<file path="src/design/ipv4rs_pkg.sv">
`default_nettype none

package ipv4rs_pkg;

	// result status codes
	localparam logic [1:0] STAT_BAD      = 2'd0;
	localparam logic [1:0] STAT_FULL     = 2'd1;
	localparam logic [1:0] STAT_PENDING  = 2'd2;
	localparam logic [1:0] STAT_COMPLETE = 2'd3;

	localparam logic [15:0] END_LIMIT     = 16'hFFFF;
	localparam logic [16:0] GOT_MAX       = 17'h1FFFF;
	localparam logic [31:0] TIMEOUT_RESET = 32'd30000;

	typedef struct packed {
		logic [15:0] ident;
		logic [31:0] src;
		logic [31:0] dst;
		logic [7:0]  proto;
	} key_t;

	typedef struct packed {
		key_t        key;
		logic [31:0] stamp;
		logic [16:0] got;
		logic        saw_last;
		logic [15:0] total;
	} rec_t;

	localparam int REC_W = $bits(rec_t);

	// outcome of checking one live slot against the fragment
	typedef struct packed {
		logic expired;
		logic match;
	} eval_t;

endpackage

`default_nettype wire

</file>
<file path="src/design/ipv4rs_ram.sv">
`default_nettype none

module ipv4rs_ram #(
	parameter int WIDTH = 8,
	parameter int DEPTH = 8
) (
	input  wire logic                                  clk,
	input  wire logic                                  we,
	input  wire logic [((DEPTH > 1) ? $clog2(DEPTH) : 1)-1:0] waddr,
	input  wire logic [WIDTH-1:0]                      wdata,
	input  wire logic [((DEPTH > 1) ? $clog2(DEPTH) : 1)-1:0] raddr,
	output logic      [WIDTH-1:0]                      rdata
);

	logic [WIDTH-1:0] mem [DEPTH];

	always_ff @(posedge clk) begin
		if (we) begin
			mem[waddr] <= wdata;
		end
		rdata <= mem[raddr];
	end

endmodule

`default_nettype wire

</file>
<file path="src/design/ipv4rs_slot_eval.sv">
`default_nettype none

module ipv4rs_slot_eval
	import ipv4rs_pkg::*;
(
	input  wire logic [31:0] now_ms,
	input  wire logic [31:0] timeout_ms,
	input  wire key_t        frag_key,
	input  wire rec_t        slot_rec,
	output eval_t            result
);

	logic [31:0] age;

	// idle time wraps modulo 2^32
	assign age = now_ms - slot_rec.stamp;

	always_comb begin
		result.expired = age > timeout_ms;
		result.match   = slot_rec.key == frag_key;
	end

endmodule

`default_nettype wire

</file>
<file path="src/design/ipv4_reassembly_slot_tracker.sv">
`default_nettype none

// IPv4 fragment reassembly slot tracker. Each fragment descriptor on the
// s_axis side yields one result on the m_axis side: bad fragment, table full,
// pending (with the slot used) or datagram complete (with slot and total
// length). Slot keys and counters live in a table RAM with one read and one
// write port that is scanned one slot per cycle in order, expiring idle
// slots on the way and stopping at the first live key match; a matching or
// newly allocated fragment then passes through an update state and a result
// state, where it waits until the output register is free. A rejected
// fragment goes straight to the result state, as does one that finds the
// table full. The scan runs through the table's read port. s_axis_tready is
// low while a fragment is in work. The timeout register is written through
// cfg_valid/cfg_data while the block is idle.

module ipv4_reassembly_slot_tracker
	import ipv4rs_pkg::*;
#(
	parameter int SLOT_COUNT = 8
) (
	input  wire logic         clk,
	input  wire logic         arst_n,
	input  wire logic         cfg_valid,
	output logic              cfg_ready,
	input  wire logic [31:0]  cfg_data,
	input  wire logic         s_axis_tvalid,
	output logic              s_axis_tready,
	// now_ms[31:0], datagram_id[47:32], source_address[79:48],
	// dest_addr[111:80], proto_number[119:112],
	// byte_offset[135:120], fragment_bytes[151:136]
	input  wire logic [151:0] s_axis_tdata,
	// more_follow[0]
	input  wire logic [0:0]   s_axis_tuser,
	output logic              m_axis_tvalid,
	input  wire logic         m_axis_tready,
	// slot_index[2:0], datagram_bytes[18:3], zero[23:19]
	output logic [23:0]       m_axis_tdata,
	// status[1:0]
	output logic [1:0]        m_axis_tuser
);

	localparam int IDX_W = (SLOT_COUNT > 1) ? $clog2(SLOT_COUNT) : 1;
	localparam int CNT_W = $clog2(SLOT_COUNT + 1);
	localparam logic [IDX_W-1:0] LAST_IDX = IDX_W'(SLOT_COUNT - 1);
	localparam logic [CNT_W-1:0] LAST_CNT = CNT_W'(SLOT_COUNT - 1);

	typedef enum logic [1:0] {
		S_IDLE,
		S_SCAN,
		S_UPDATE,
		S_RESULT
	} state_t;

	state_t state_q;

	logic [31:0]          timeout_q;
	logic [SLOT_COUNT-1:0] busy_q;

	key_t        key_q;
	logic [31:0] now_q;
	logic [15:0] len_q;
	logic [15:0] end_q;
	logic        more_q;

	logic [CNT_W-1:0] rd_ptr_q;
	logic             issue_q;
	logic             chk_valid_s1;
	logic [IDX_W-1:0] chk_idx_s1;
	logic             free_found_q;
	logic [IDX_W-1:0] free_idx_q;
	logic [IDX_W-1:0] hit_idx_q;
	logic             alloc_q;
	rec_t             rec_q;

	logic [1:0]  res_status_q;
	logic [2:0]  res_slot_q;
	logic [15:0] res_bytes_q;

	logic        m_valid_q;
	logic [1:0]  m_status_q;
	logic [2:0]  m_slot_q;
	logic [15:0] m_bytes_q;
	logic        out_load;

	// input field views
	logic [15:0] in_offset;
	logic [15:0] in_len;
	logic [16:0] in_end;
	logic        in_bad;

	assign in_offset = s_axis_tdata[135:120];
	assign in_len    = s_axis_tdata[151:136];
	assign in_end    = {1'b0, in_offset} + {1'b0, in_len};
	assign in_bad    = (in_len == 16'd0) || (in_end > {1'b0, END_LIMIT});

	// table RAM
	logic [REC_W-1:0] ram_rdata;
	rec_t             rd_rec;
	logic             ram_we;
	rec_t             wr_rec;

	assign rd_rec = rec_t'(ram_rdata);

	ipv4rs_ram #(
		.WIDTH (REC_W),
		.DEPTH (SLOT_COUNT)
	) u_table (
		.clk   (clk),
		.we    (ram_we),
		.waddr (hit_idx_q),
		.wdata (wr_rec),
		.raddr (rd_ptr_q[IDX_W-1:0]),
		.rdata (ram_rdata)
	);

	eval_t ev;

	ipv4rs_slot_eval u_eval (
		.now_ms     (now_q),
		.timeout_ms (timeout_q),
		.frag_key   (key_q),
		.slot_rec   (rd_rec),
		.result     (ev)
	);

	// update arithmetic
	logic [16:0] base_got;
	logic [17:0] got_sum;
	logic [16:0] got_new;
	logic        saw_new;
	logic [15:0] total_new;
	logic        complete;

	always_comb begin
		base_got  = alloc_q ? 17'd0 : rec_q.got;
		got_sum   = {1'b0, base_got} + {2'b00, len_q};
		got_new   = (got_sum > {1'b0, GOT_MAX}) ? GOT_MAX : got_sum[16:0];
		saw_new   = !more_q || (!alloc_q && rec_q.saw_last);
		total_new = !more_q ? end_q : (alloc_q ? 16'd0 : rec_q.total);
		complete  = saw_new && (got_new >= {1'b0, total_new});

		wr_rec.key      = key_q;
		wr_rec.stamp    = now_q;
		wr_rec.got      = got_new;
		wr_rec.saw_last = saw_new;
		wr_rec.total    = total_new;
		ram_we          = state_q == S_UPDATE;
	end

	// scan decisions for the slot read last cycle
	logic             chk_busy;
	logic             chk_free;
	logic             chk_last;
	logic [IDX_W-1:0] pick_free;
	logic [IDX_W+2:0] hit_ext;

	always_comb begin
		chk_busy  = busy_q[chk_idx_s1];
		chk_free  = !chk_busy || ev.expired;
		chk_last  = chk_idx_s1 == LAST_IDX;
		pick_free = free_found_q ? free_idx_q : chk_idx_s1;
		hit_ext   = {3'b000, hit_idx_q};
	end

	assign cfg_ready     = state_q == S_IDLE;
	assign s_axis_tready = state_q == S_IDLE;
	assign m_axis_tvalid = m_valid_q;
	assign m_axis_tdata  = {5'b00000, m_bytes_q, m_slot_q};
	assign m_axis_tuser  = m_status_q;

	// output register takes a new result once the previous one has gone
	assign out_load = (state_q == S_RESULT) && (!m_valid_q || m_axis_tready);

	always_ff @(posedge clk or negedge arst_n) begin
		if (!arst_n) begin
			state_q      <= S_IDLE;
			timeout_q    <= TIMEOUT_RESET;
			busy_q       <= '0;
			rd_ptr_q     <= '0;
			issue_q      <= 1'b0;
			chk_valid_s1 <= 1'b0;
			free_found_q <= 1'b0;
			m_valid_q    <= 1'b0;
		end else begin
			if (out_load) begin
				m_valid_q <= 1'b1;
			end else if (m_axis_tready) begin
				m_valid_q <= 1'b0;
			end
			case (state_q)
				S_IDLE: begin
					if (cfg_valid) begin
						timeout_q <= cfg_data;
					end
					if (s_axis_tvalid) begin
						now_q        <= s_axis_tdata[31:0];
						key_q.ident  <= s_axis_tdata[47:32];
						key_q.src    <= s_axis_tdata[79:48];
						key_q.dst    <= s_axis_tdata[111:80];
						key_q.proto  <= s_axis_tdata[119:112];
						len_q        <= in_len;
						end_q        <= in_end[15:0];
						more_q       <= s_axis_tuser[0];
						rd_ptr_q     <= '0;
						issue_q      <= 1'b1;
						chk_valid_s1 <= 1'b0;
						free_found_q <= 1'b0;
						if (in_bad) begin
							res_status_q <= STAT_BAD;
							res_slot_q   <= 3'd0;
							res_bytes_q  <= 16'd0;
							state_q      <= S_RESULT;
						end else begin
							state_q <= S_SCAN;
						end
					end
				end
				S_SCAN: begin
					if (issue_q) begin
						rd_ptr_q <= rd_ptr_q + CNT_W'(1);
						if (rd_ptr_q == LAST_CNT) begin
							issue_q <= 1'b0;
						end
					end
					chk_valid_s1 <= issue_q;
					chk_idx_s1   <= rd_ptr_q[IDX_W-1:0];
					if (chk_valid_s1) begin
						if (chk_busy && ev.expired) begin
							busy_q[chk_idx_s1] <= 1'b0;
						end
						if (chk_free && !free_found_q) begin
							free_found_q <= 1'b1;
							free_idx_q   <= chk_idx_s1;
						end
						if (!chk_free && ev.match) begin
							rec_q     <= rd_rec;
							hit_idx_q <= chk_idx_s1;
							alloc_q   <= 1'b0;
							state_q   <= S_UPDATE;
						end else if (chk_last) begin
							if (free_found_q || chk_free) begin
								hit_idx_q <= pick_free;
								alloc_q   <= 1'b1;
								state_q   <= S_UPDATE;
							end else begin
								res_status_q <= STAT_FULL;
								res_slot_q   <= 3'd0;
								res_bytes_q  <= 16'd0;
								state_q      <= S_RESULT;
							end
						end
					end
				end
				S_UPDATE: begin
					// a finished datagram releases its slot at once
					busy_q[hit_idx_q] <= !complete;
					res_slot_q        <= hit_ext[2:0];
					if (complete) begin
						res_status_q <= STAT_COMPLETE;
						res_bytes_q  <= total_new;
					end else begin
						res_status_q <= STAT_PENDING;
						res_bytes_q  <= 16'd0;
					end
					state_q <= S_RESULT;
				end
				S_RESULT: begin
					if (out_load) begin
						m_status_q <= res_status_q;
						m_slot_q   <= res_slot_q;
						m_bytes_q  <= res_bytes_q;
						state_q    <= S_IDLE;
					end
				end
				default: begin
					state_q <= S_IDLE;
				end
			endcase
		end
	end

endmodule

`default_nettype wire

</file>
<file path="config.mk">
export PLATFORM = sky130hd
export DESIGN_NAME = ipv4_reassembly_slot_tracker
export DESIGN_NICKNAME = d
export VERILOG_FILES = /design/src/design/ipv4rs_pkg.sv /design/src/design/ipv4rs_ram.sv /design/src/design/ipv4rs_slot_eval.sv /design/src/design/ipv4_reassembly_slot_tracker.sv
export SDC_FILE = /design/constraint.sdc
export NUM_CORES = 1
export LEC_CHECK = 0
export ABC_AREA = 0
export BUFFER_PORTS_ARGS = -buffer_cell sky130_fd_sc_hd__buf_2
export CORE_ASPECT_RATIO = 0.8
export CORE_MARGIN = 2
export CORE_UTILIZATION = 54
export DETAILED_ROUTE_END_ITERATION = 8
export PLACE_DENSITY_LB_ADDON = 0.2
export REMOVE_ABC_BUFFERS = 1
export SKIP_CTS_REPAIR_TIMING = 1
export SLEW_MARGIN = 20
export SYNTH_ARGS = -nofsm -noshare
export SYNTH_HDL_FRONTEND = slang
export SYNTH_HIERARCHICAL = 1
export SYNTH_SLANG_ARGS = --single-unit
export TNS_END_PERCENT = 100
</file>
<file path="constraint.sdc">
create_clock -name clk -period 15.7 [get_ports clk]
set_input_delay 0.785 -clock clk [delete_from_list [all_inputs] [get_ports clk]]
set_output_delay 0.785 -clock clk [all_outputs]
set_load 0.03 [all_outputs]
</file>
Yosys cells after proc, flatten, opt, wreduce, memory -nomap -nowiden
Memories as Yosys holds them, arrays and structs flattened. A register that Yosys moved wholly into a read port is not among the register bits. Cells that the tools add are included.

Bits in writable memories: 1232. Register bits after elaboration: 289. Bits in latches: 0. Memories kept: 1. Logic and storage cells: 169. ROM bits: 0.

Multiply operators: 0. $add $sub $neg: 4. Shifts and indexed selects: 0. Reductions and logical operators: 41. Order comparisons: 8. Equal/unequal tests: 17. Bitwise logic cells: 2. Div/mod/pow operators: 0. Mux-type cells: 67.

Memories: u_table.mem (words 8, width 154, read ports 1, clocked after memory_dff 1, write ports 1, RTL line ipv4rs_ram.sv:15) `logic [WIDTH-1:0] mem [DEPTH];`.

Operators with widths (number): 2-to-1 mux 16 bit (9); equality test 88 bit (1); one-hot mux 16 bit (3 select lines) (1); 2-to-1 mux 17 bit (2); > comparator 32 bit (1); subtractor 32 bit (1); 2-to-1 mux 3 bit (10); 2-to-1 mux 2 bit (12); adder 17 x 16 -> 18 bit (1); > comparator 18 x 17 -> 1 bit, second input constant (1); adder 16 x 16 -> 17 bit (1); >= comparator 17 x 16 -> 1 bit (1); > comparator 17 x 16 -> 1 bit, second input constant (1); 2-to-1 mux 1 bit (17); logical NOT 16 bit (1); 2-to-1 mux 8 bit (2); inequality test 2 bit, second input constant (8); one-hot mux 8 bit (2 select lines) (1); AND reduction 4 bit (4); AND reduction 3 bit (4); nonzero test 2 bit (5); one-hot mux 3 bit (3 select lines) (1); AND 8 bit (1); bitwise mux 8 bit (1); 25 further kinds (52).

Depth between registers and ports, before layout
Gate-level depths: netlist (run 1).

Depth in word-level cells: 10. Gate-level depth with buffers: 24. Depth with buffers taken out: 23.

Hierarchy
The synthesis (run 1) kept the hierarchy.

Modules (own cells, without submodules): ipv4rs_ram (times used 1, area an instance 49294.8 um2, cells each 1946, seq. area each 40078.4 um2); ipv4_reassembly_slot_tracker (times used 1, area an instance 12005.3 um2, cells each 806, seq. area each 8436.8 um2); ipv4rs_slot_eval (times used 1, area an instance 3651.0 um2, cells each 512, seq. area each 0.0 um2).

Worst setup path after synthesis (run 1)
Ideal clock, no wire load.

Path kind: flip-flop to flip-flop. Start: register state_q[0]. End: memory u_table/mem[0][0] in the netlist's numbering (enable). Arrival: 11369 ps. Path slack: 3475 ps. Path buffers: 0. Stages on the path, launching flop included: 5. Library setup time: 856 ps. Path through: dfrtp_1 -> inv_1 -> ha_1 -> nand2b_1 -> nor3_1.

Longest elaborated chain between the ends: 3.

RTL lines: start, declared (RTL line ipv4_reassembly_slot_tracker.sv:54) `state_t state_q;`; start signal, assigned (RTL line ipv4_reassembly_slot_tracker.sv:176) `state_q <= S_IDLE;`; start signal, assigned (RTL line ipv4_reassembly_slot_tracker.sv:212) `state_q <= S_RESULT;`; start signal, assigned (RTL line ipv4_reassembly_slot_tracker.sv:214) `state_q <= S_SCAN;`; equality test 2 bit (RTL line ipv4_reassembly_slot_tracker.sv:147) `ram_we = state_q == S_UPDATE;`; via ram_we (RTL line ipv4_reassembly_slot_tracker.sv:99) `logic ram_we;`; 2-to-1 mux 1 bit (RTL line ipv4rs_ram.sv:18) `if (we) begin`; 2-to-1 mux 1 bit (not written as such) (RTL line ipv4rs_ram.sv:19) `mem[waddr] <= wdata;`; end, declared (RTL line ipv4rs_ram.sv:15).

The timed path passes the listed nets, and every way through them passes these cells.

Final worst setup path (run 1)
Start: register alloc_q. End: register res_status_q[0], data pin.

Longest elaborated chain between the ends: 8. Elaborated cells between the ends (all ways): 13. Those cells by class: add/sub (1); order compare (2); mux (6); reduce/logical (4).

RTL lines: start, declared (RTL line ipv4_reassembly_slot_tracker.sv:72) `logic alloc_q;`; start signal, assigned (RTL line ipv4_reassembly_slot_tracker.sv:238) `alloc_q <= 1'b0;`; start signal, assigned (RTL line ipv4_reassembly_slot_tracker.sv:243) `alloc_q <= 1'b1;`; 2-to-1 mux 17 bit (*) (RTL line ipv4_reassembly_slot_tracker.sv:135) `base_got = alloc_q ? 17'd0 : rec_q.got;`; adder 17 x 16 -> 18 bit (*) (RTL line ipv4_reassembly_slot_tracker.sv:136) `got_sum = {1'b0, base_got} + {2'b00, len_q};`; > comparator 18 x 17 -> 1 bit (RTL line ipv4_reassembly_slot_tracker.sv:137) `got_new = (got_sum > {1'b0, GOT_MAX}) ? GOT_MAX : got_sum[16:0];`; 2-to-1 mux 17 bit (*) (RTL line ipv4_reassembly_slot_tracker.sv:137); via got_new[6] (RTL line ipv4_reassembly_slot_tracker.sv:129) `logic [16:0] got_new;`; >= comparator 17 x 16 -> 1 bit (*) (RTL line ipv4_reassembly_slot_tracker.sv:140) `complete = saw_new && (got_new >= {1'b0, total_new});`; logical AND 1 bit (*) (RTL line ipv4_reassembly_slot_tracker.sv:140); 2-to-1 mux 1 bit (*) (RTL line ipv4_reassembly_slot_tracker.sv:258) `if (complete) begin`; one-hot mux 2 bit (3 select lines) (*) (RTL line ipv4_reassembly_slot_tracker.sv:190) `case (state_q)`; end signal, assigned (RTL line ipv4_reassembly_slot_tracker.sv:209) `res_status_q <= STAT_BAD;`; end signal, assigned (RTL line ipv4_reassembly_slot_tracker.sv:259) `res_status_q <= STAT_COMPLETE;`; end signal, assigned (RTL line ipv4_reassembly_slot_tracker.sv:262) `res_status_q <= STAT_PENDING;`; end, declared (RTL line ipv4_reassembly_slot_tracker.sv:75) `logic [1:0] res_status_q;`.

The timed path passes the listed nets; every way through them passes the cells marked *. A chain may end at the register's enable or synchronous reset.

==> summary.txt, run 1 <==
Setup TNS: 0 ns
Non-Filler Instances: 5,323
CP cell instances: nand2b_1, inv_1, ha_1, a211oi_2, o21bai_2, o2111ai_2, a21oi_2, o211ai_2, a21boi_0, o21ai_2, nand2_1, ha_1, a21o_1, a221oi_1, nor2_1, a2111o_1, o311ai_4, a21boi_0
Design Power: 8.84 mW
Drt wl/cell: 25.2 µm
Sw frac: 0.188
Commonest non-fill, non-tap cell in the layout: edfxtp_1
Placed cells: 5,025
Synth Flop Type: edfxtp_1
PortBufs: 213
Pleak: 24.6 nW
Grt ovf: 0
DR pass1 iterations: 7
Core Area: 119,000 µm²
Crit. End Element: register
Post-synth top area share: 0.680
Total Wirelength: 134,000 µm
Yosys reg bits: 1,675
Synth top area cells: edfxtp_1 (68%), mux4_2 (11%), dfxtp_1 (4.7%), mux2_2 (3.3%), ha_1 (2.2%)
Worst-Margin Slew: 1.11 ns
Clock Tree Buf Depth: 3
Initial antenna violation count: 5
DRT iter0 DRCs: 2,528
Post-DP HPWL: 75,200 µm
H-Tree Depth: 4
Synthesized cell area: 65,000 µm²
Number of clock sinks: 1,675
Root Buffer: clkbuf_16
Syn_area_per_cell: 19.9 µm²
Critical Path RT: 16.19 ns
Yosys warning total: 6
P_int: 7.18 mW
Area grow syn2layout: 13.2%
Final net count: 3,884
First-pass GRT wire length: 203,000 µm
RSZ-0062 raised after global routing: no
Gp weighted congestion: 0.865
Crit share post-route: 0.395
Post-synth top area cell: edfxtp_1
Number of synthesized flops with an enable pin: 1,471
Vias in the first global route: 33,035
Total CTS buffers: 158
Max cap viols: 0
Outcome: completed
Final Hold Viols: 0
Initial Util: 0.546
Max stage delay on crit path: 0.83 ns
Vias/cell: 5.88
Final WS setup: 9.51 ns
Worst Path Max Fanout: 19
CTS tree: built
Worst-skew pair later-pin latency: 0.80 ns
Seq/Total Area, Yosys: 0.747
Pins Over Slew Limit: 0
Netlist cell types: 81
Peak VDD IR: 110 µV
Die Ht: 314 µm
DR vias: 31,309
Worst Skew: 0.0325 ns
Largest net degree at the start of global routing: 123
Sw Pwr: 1.66 mW
Commonest cells after routing, fill and taps aside: edfxtp_1 (1,471), mux4_2 (309), buf_2 (213)
Die area: 123,000 µm²
Max-slew headroom: 0.256
Pre-CTS setup slack: 9.18 ns
Slowest cell on the critical path: edfxtp_1
Gate power share: 0.008
Post-synthesis cell count: 3,264
Clock share of power: 0.452
Ratio of cells with drive above 1 in the final layout: 0.283
Die X-Extent: 392 µm
DRC viols: 0
Arrival @ worst endpoint: 6.69 ns
Ports: 219
Power Density: 120 nW/µm²
Final min period: 6.19 ns
Post-synth ARST share: 0.0299
DRT antenna net count: 0
F_max: 161 MHz
Worst Hold Class: in -> async
Util after Layout: 0.618
Final Setup Violations: 0
Seq pwr share: 0.541
Total GRT Usage: 0.222
Row count: 113
Worst-path clk slew: 0.06 ns
Crit start category: register
WS Path Type: reg -> reg
## registers in the layout (all words and copies together), names as in the netlist, 4 cells and up
register / cells
key_q: 88
timeout_q: 32
len_q: 16
m_bytes_q: 16
u_table/rdata: 154
now_q: 32
res_bytes_q: 16
busy_q: 8
end_q: 16
u_table/mem: 1232
rec_q: 34
rd_ptr_q: 4
## cell usage after synthesis (42+ instances only)
cell,n
nand2_1,61
mux4_2,309
xor2_1,42
dfxtp_1,154
inv_1,100
xnor2_1,98
clkbuf_1,42
mux2_2,189
a21oi_1,88
nor2_1,69
dfrtp_1,43
ha_1,116
nor2b_1,45
edfxtp_1,1471
buf_2,46
o21ai_0,54
## worst paths after layout
path | slack [ns] | end | from | cells past startpoint
min in group clk | 0.16 | now_q[30] | s_axis_tdata[30] | 1
worst max register to register | 9.51 | res_status_q[0] | alloc_q | 18
worst max-delay path | 9.51 | res_status_q[0] | alloc_q | 18
worst min register to register | 0.40 | rec_q[31] | u_table/rdata[31] | 0
worst min-delay path | 0.13 | timeout_q[6] | arst_n | 2
max in group asynchronous | 15.02 | rd_ptr_q[2] | arst_n | 2
## layout make-up
class | instances | area, µm²
well taps | 1610 | 2010
inverters | 100 | 375
clock buffers | 222 | 4520
flip-flops and latches | 1675 | 48500
fillers | 8312 | 45500
clock inverters | 73 | 1010
diodes | 3 | 7.51
repair buffers | 260 | 1530
multi-input cells | 1380 | 15500
## stage by stage
step	area, µm²	hold slack [ns]
2_1_floorplan	64300	0.386
3_3_place_gp	67900	0.386
3_5_place_dp	68000	0.391
4_1_cts	73500	0.0948
5_1_grt	73500	0.125
6_report	73500	0.134
## routing by layer
layer	global-route usage	routed length, µm
met5	0	0
met1	0.318	58900
met3	0.0355	7170
met2	0.353	64500
met4	0.0755	3400
## worst max-delay path, delay by kind of cell, from the launching register on
kind / cells / cell delay (ns)
and+or+nand+nor: 3 / 0.69
AOI/OAI and AO/OA: 12 / 3.61
buffers and inverters: 1 / 0.06
DFF: 1 / 0.83
adders and majority gates: 2 / 0.69
## power by group through the flow
stage | Combinational, mW | Clock [mW] | Sequential [mW]
final | 0.0671 | 3.99 | 4.78
after global routing | 0.0740 | 4.25 | 4.78
after CTS | 0.0678 | 4.08 | 4.78
after detailed placement | 0.0668 | 0 | 4.88
after global placement | 0.0668 | 0 | 4.88
after floorplan | 0.0247 | 0 | 4.88
## kinds of logic after synthesis
logic type | share of synthesized area
AO/OA/AOI/OAI | 0.0286
XOR/XNOR | 0.0189
adder cells (fa/ha/maj) | 0.0233
buffers and inverters | 0.0153
flip-flops | 0.747
multiplexers | 0.140
other | 0.0000577
AND/OR/NAND/NOR | 0.0267
Note: power is estimated with default switching activity, not from simulation.
==> run 2: changes to the inputs <==
- clock period: 15.7 -> 5.2 ns (I/O delays scaled with it)
==> run 2 against run 1 <==
Compared with the run above:
- the flow now finishes with violations (negative setup slack)
- flip-flop and latch count is the same
- clock power grew to 2.9 times the previous value
- non-clock buffer count is 267 higher
- global-route usage up 0.22 points
- routed wire length is 3.1% higher
- clock skew shrank 0.0085 ns
- fmax rose by 18%
- cell count up 4.9%
- sequential power grew to 3.0 times the previous value
- final area rose by 3.8%
- critical path type unchanged
==> summary.txt, run 2 (synthesis gave the netlist of run 1 again) <==
Peak VDD IR: 289 µV (was 110 µV)
Non-Filler Instances: 5,586 (was 5,323)
Total Wirelength: 138,000 µm (was 134,000 µm)
Worst Skew: 0.0241 ns (was 0.0325 ns)
Gp weighted congestion: 0.849 (was 0.865)
Commonest non-fill, non-tap cell in the layout: edfxtp_1 (unchanged)
Design area: 76,300 µm² (was 73,500 µm²)
Fill cells: 8,144 (was 8,312)
Core Area: 119,000 µm² (unchanged)
DRC viols: 0 (unchanged)
Die Ht: 314 µm (unchanged)
Total CTS buffers: 158 (unchanged)
Initial antenna violation count: 2 (was 5)
Top reg by flops: u_table/mem (unchanged)
Pre-CTS setup slack: -0.211 ns (was 9.18 ns)
Clock Tree Buf Depth: 3 (unchanged)
Final min period: 5.23 ns (was 6.19 ns)
Worst path bufs/invs: 5 (was 1)
Worst-skew pair later-pin latency: 0.78 ns (was 0.80 ns)
Worst-Margin Slew: 1.04 ns (was 1.11 ns)
Post-DP HPWL: 78,700 µm (was 75,200 µm)
Row count: 113 (unchanged)
Largest net degree at the start of global routing: 133 (was 123)
Max cap viols: 0 (unchanged)
RSZ-0062 raised after global routing: yes (was no)
Placed cell area: 68,800 µm² (was 68,000 µm²)
Drt wl/cell: 24.7 µm (was 25.2 µm)
Critical Path RT: 5.73 ns (was 16.19 ns)
Ports: 219 (unchanged)
Power Density: 347 nW/µm² (was 120 nW/µm²)
CTS tree: built (unchanged)
Crit. End Element: register (unchanged)
DRT iter0 DRCs: 2,413 (was 2,528)
Vias/cell: 5.77 (was 5.88)
Worst Hold Class: in -> reg (was in -> async)
Die X-Extent: 392 µm (unchanged)
Initial Util: 0.546 (unchanged)
F_max: 191 MHz (was 161 MHz)
WS Path Type: reg -> reg (unchanged)
Final Hold Viols: 0 (unchanged)
CP delay by family, top: compound AO/OA/AOI/OAI gates (unchanged)
Failing checks: negative setup slack
Commonest cells after routing, fill and taps aside: edfxtp_1 (1,471), mux4_2 (309), buf_2 (213) (unchanged)
Max-slew headroom: 0.305 (was 0.256)
Pleak: 25.9 nW (was 24.6 nW)
Area grow syn2layout: 17.5% (was 13.2%)
Die area: 123,000 µm² (unchanged)
Root Buffer: clkbuf_16 (unchanged)
Crit share post-route: 1.01 (was 0.395)
Pins Over Slew Limit: 0 (unchanged)
First-pass GRT wire length: 205,000 µm (was 203,000 µm)
Largest register FFs: 1,232 (unchanged)
Number of clock sinks: 1,675 (unchanged)
Vias in the first global route: 32,928 (was 33,035)
Slowest cell on the critical path: edfxtp_1 (unchanged)
Min Hold Slack: 0.0101 ns (was 0.134 ns)
Ratio of cells with drive above 1 in the final layout: 0.290 (was 0.283)
Final WS setup: -0.0320 ns (was 9.51 ns)
Crit start category: register (unchanged)
Worst-path clk slew: 0.06 ns (about the same)
Worst Path Max Fanout: 11 (was 19)
R2R setup slack: -0.03 ns (was 9.51 ns)
Max stage delay on crit path: 0.39 ns (was 0.83 ns)
CP cell instances: inv_1, ha_2, inv_2, fa_2, a21o_1, a221oi_2, buf_4, o21ai_2, a211o_1, a221oi_4, xnor2_1, ha_1, nand4_1, nor3_2, nand4_1, nor3_4, a211oi_2, a31oi_4, and2b_1, nor3b_2, a31oi_2, nor3_4, buf_12, buf_12 (was nand2b_1, inv_1, ha_1, a211oi_2, o21bai_2, o2111ai_2, a21oi_2, o211ai_2, a21boi_0, o21ai_2, nand2_1, ha_1, a21o_1, a221oi_1, nor2_1, a2111o_1, o311ai_4, a21boi_0)
DRT antenna net count: 0 (unchanged)
Placed cells: 5,107 (was 5,025)
ANT cells: 0 (was 3)
H-Tree Depth: 4 (unchanged)
Total GRT Usage: 0.225 (was 0.222)
Grt ovf: 0 (unchanged)
PortBufs: 213 (unchanged)
DR pass1 iterations: 5 (was 7)
Arrival @ worst endpoint: 5.76 ns (was 6.69 ns)
DR vias: 32,219 (was 31,309)
Biggest regs: u_table/mem (1232), u_table/rdata (154), key_q (88) (unchanged)
Final net count: 4,151 (was 3,884)
Final Setup Violations: 21 (was 0)
Outcome: complete, but fails checks (was completed)
## run 2: cell count changes in the layout (fill, tap and decap cells not counted), moves of 4 or more
cell           previous run  this run
bufinv_16                21        15
clkinv_1                 10        22
a21oi_2                   1         5
o41ai_1                   5         1
clkinv_2                 25        21
buf_4                    39       104
clkbuf_8                 26        19
o21ai_1                   6        10
clkbuf_16               161       167
o21ai_0                  52        48
buf_12                    6        29
dlygate4sd3_1             0       175
a21oi_1                  88        83
## run 2: path summary, 6_finish.rpt
check / startpoint / end / depth (start not counted)
worst min register to register: u_table/rdata[29] / rec_q[29] / 0
max in group asynchronous: arst_n / timeout_q[13] / 3
min in group asynchronous: arst_n / rd_ptr_q[2] / 2
worst max-delay path: now_q[0] / res_bytes_q[7] / 24
worst min-delay path: s_axis_tdata[130] / end_q[10] / 3
worst max register to register: now_q[0] / res_bytes_q[7] / 24
## run 2: worst register-to-register path, cell delays in order, from the launching register on
cell and delay (ns):
edfxtp_1 0.39, inv_1 0.08, ha_2 0.18, inv_2 0.04, fa_2 0.35, a21o_1 0.20
a221oi_2 0.23, buf_4 0.17, o21ai_2 0.06, a211o_1 0.34, a221oi_4 0.36, xnor2_1 0.13
ha_1 0.29, nand4_1 0.13, nor3_2 0.19, nand4_1 0.20, nor3_4 0.24, a211oi_2 0.12
a31oi_4 0.25, and2b_1 0.23, nor3b_2 0.17, a31oi_2 0.25, nor3_4 0.06, buf_12 0.17
buf_12 0.15
## run 2: area by class of cell
cell class / count / area (µm²) / share of cell area
inverter: 100 / 375 / 0.00492
sequential: 1675 / 48500 / 0.636
clock inverter: 72 / 831 / 0.0109
multi-input combinational: 1380 / 15700 / 0.206
tap: 1610 / 2010 / 0.0264
timing repair buffer: 527 / 4290 / 0.0562
clock buffer: 222 / 4530 / 0.0594
## run 2: metal layers
layer	part of all wire	vias up	GRT usage	wire, µm
li1	-	14246	-	-
met4	0.019	0	0.0593	2590
met1	0.44	16876	0.322	60400
met5	0	-	0	0
met3	0.051	188	0.0356	7000
met2	0.49	909	0.364	68200
## run 2: through the flow
stage               power [mW]  setup TNS (ns)   util
floorplan                 14.8        -6087.24      -
global route              27.3          -11.31  0.641
global placement          14.9           -2.88  0.578
detailed placement        14.9          -10.65  0.578
CTS                       26.6          -12.14  0.623
finish                    26.5          -0.436  0.641
## run 2: power by group
group,internal [mW],switching [mW]
logic,0.177,0.137
clock network,6.87,4.86
registers,14.4,0.0000000000000000147
total,21.5,5.00
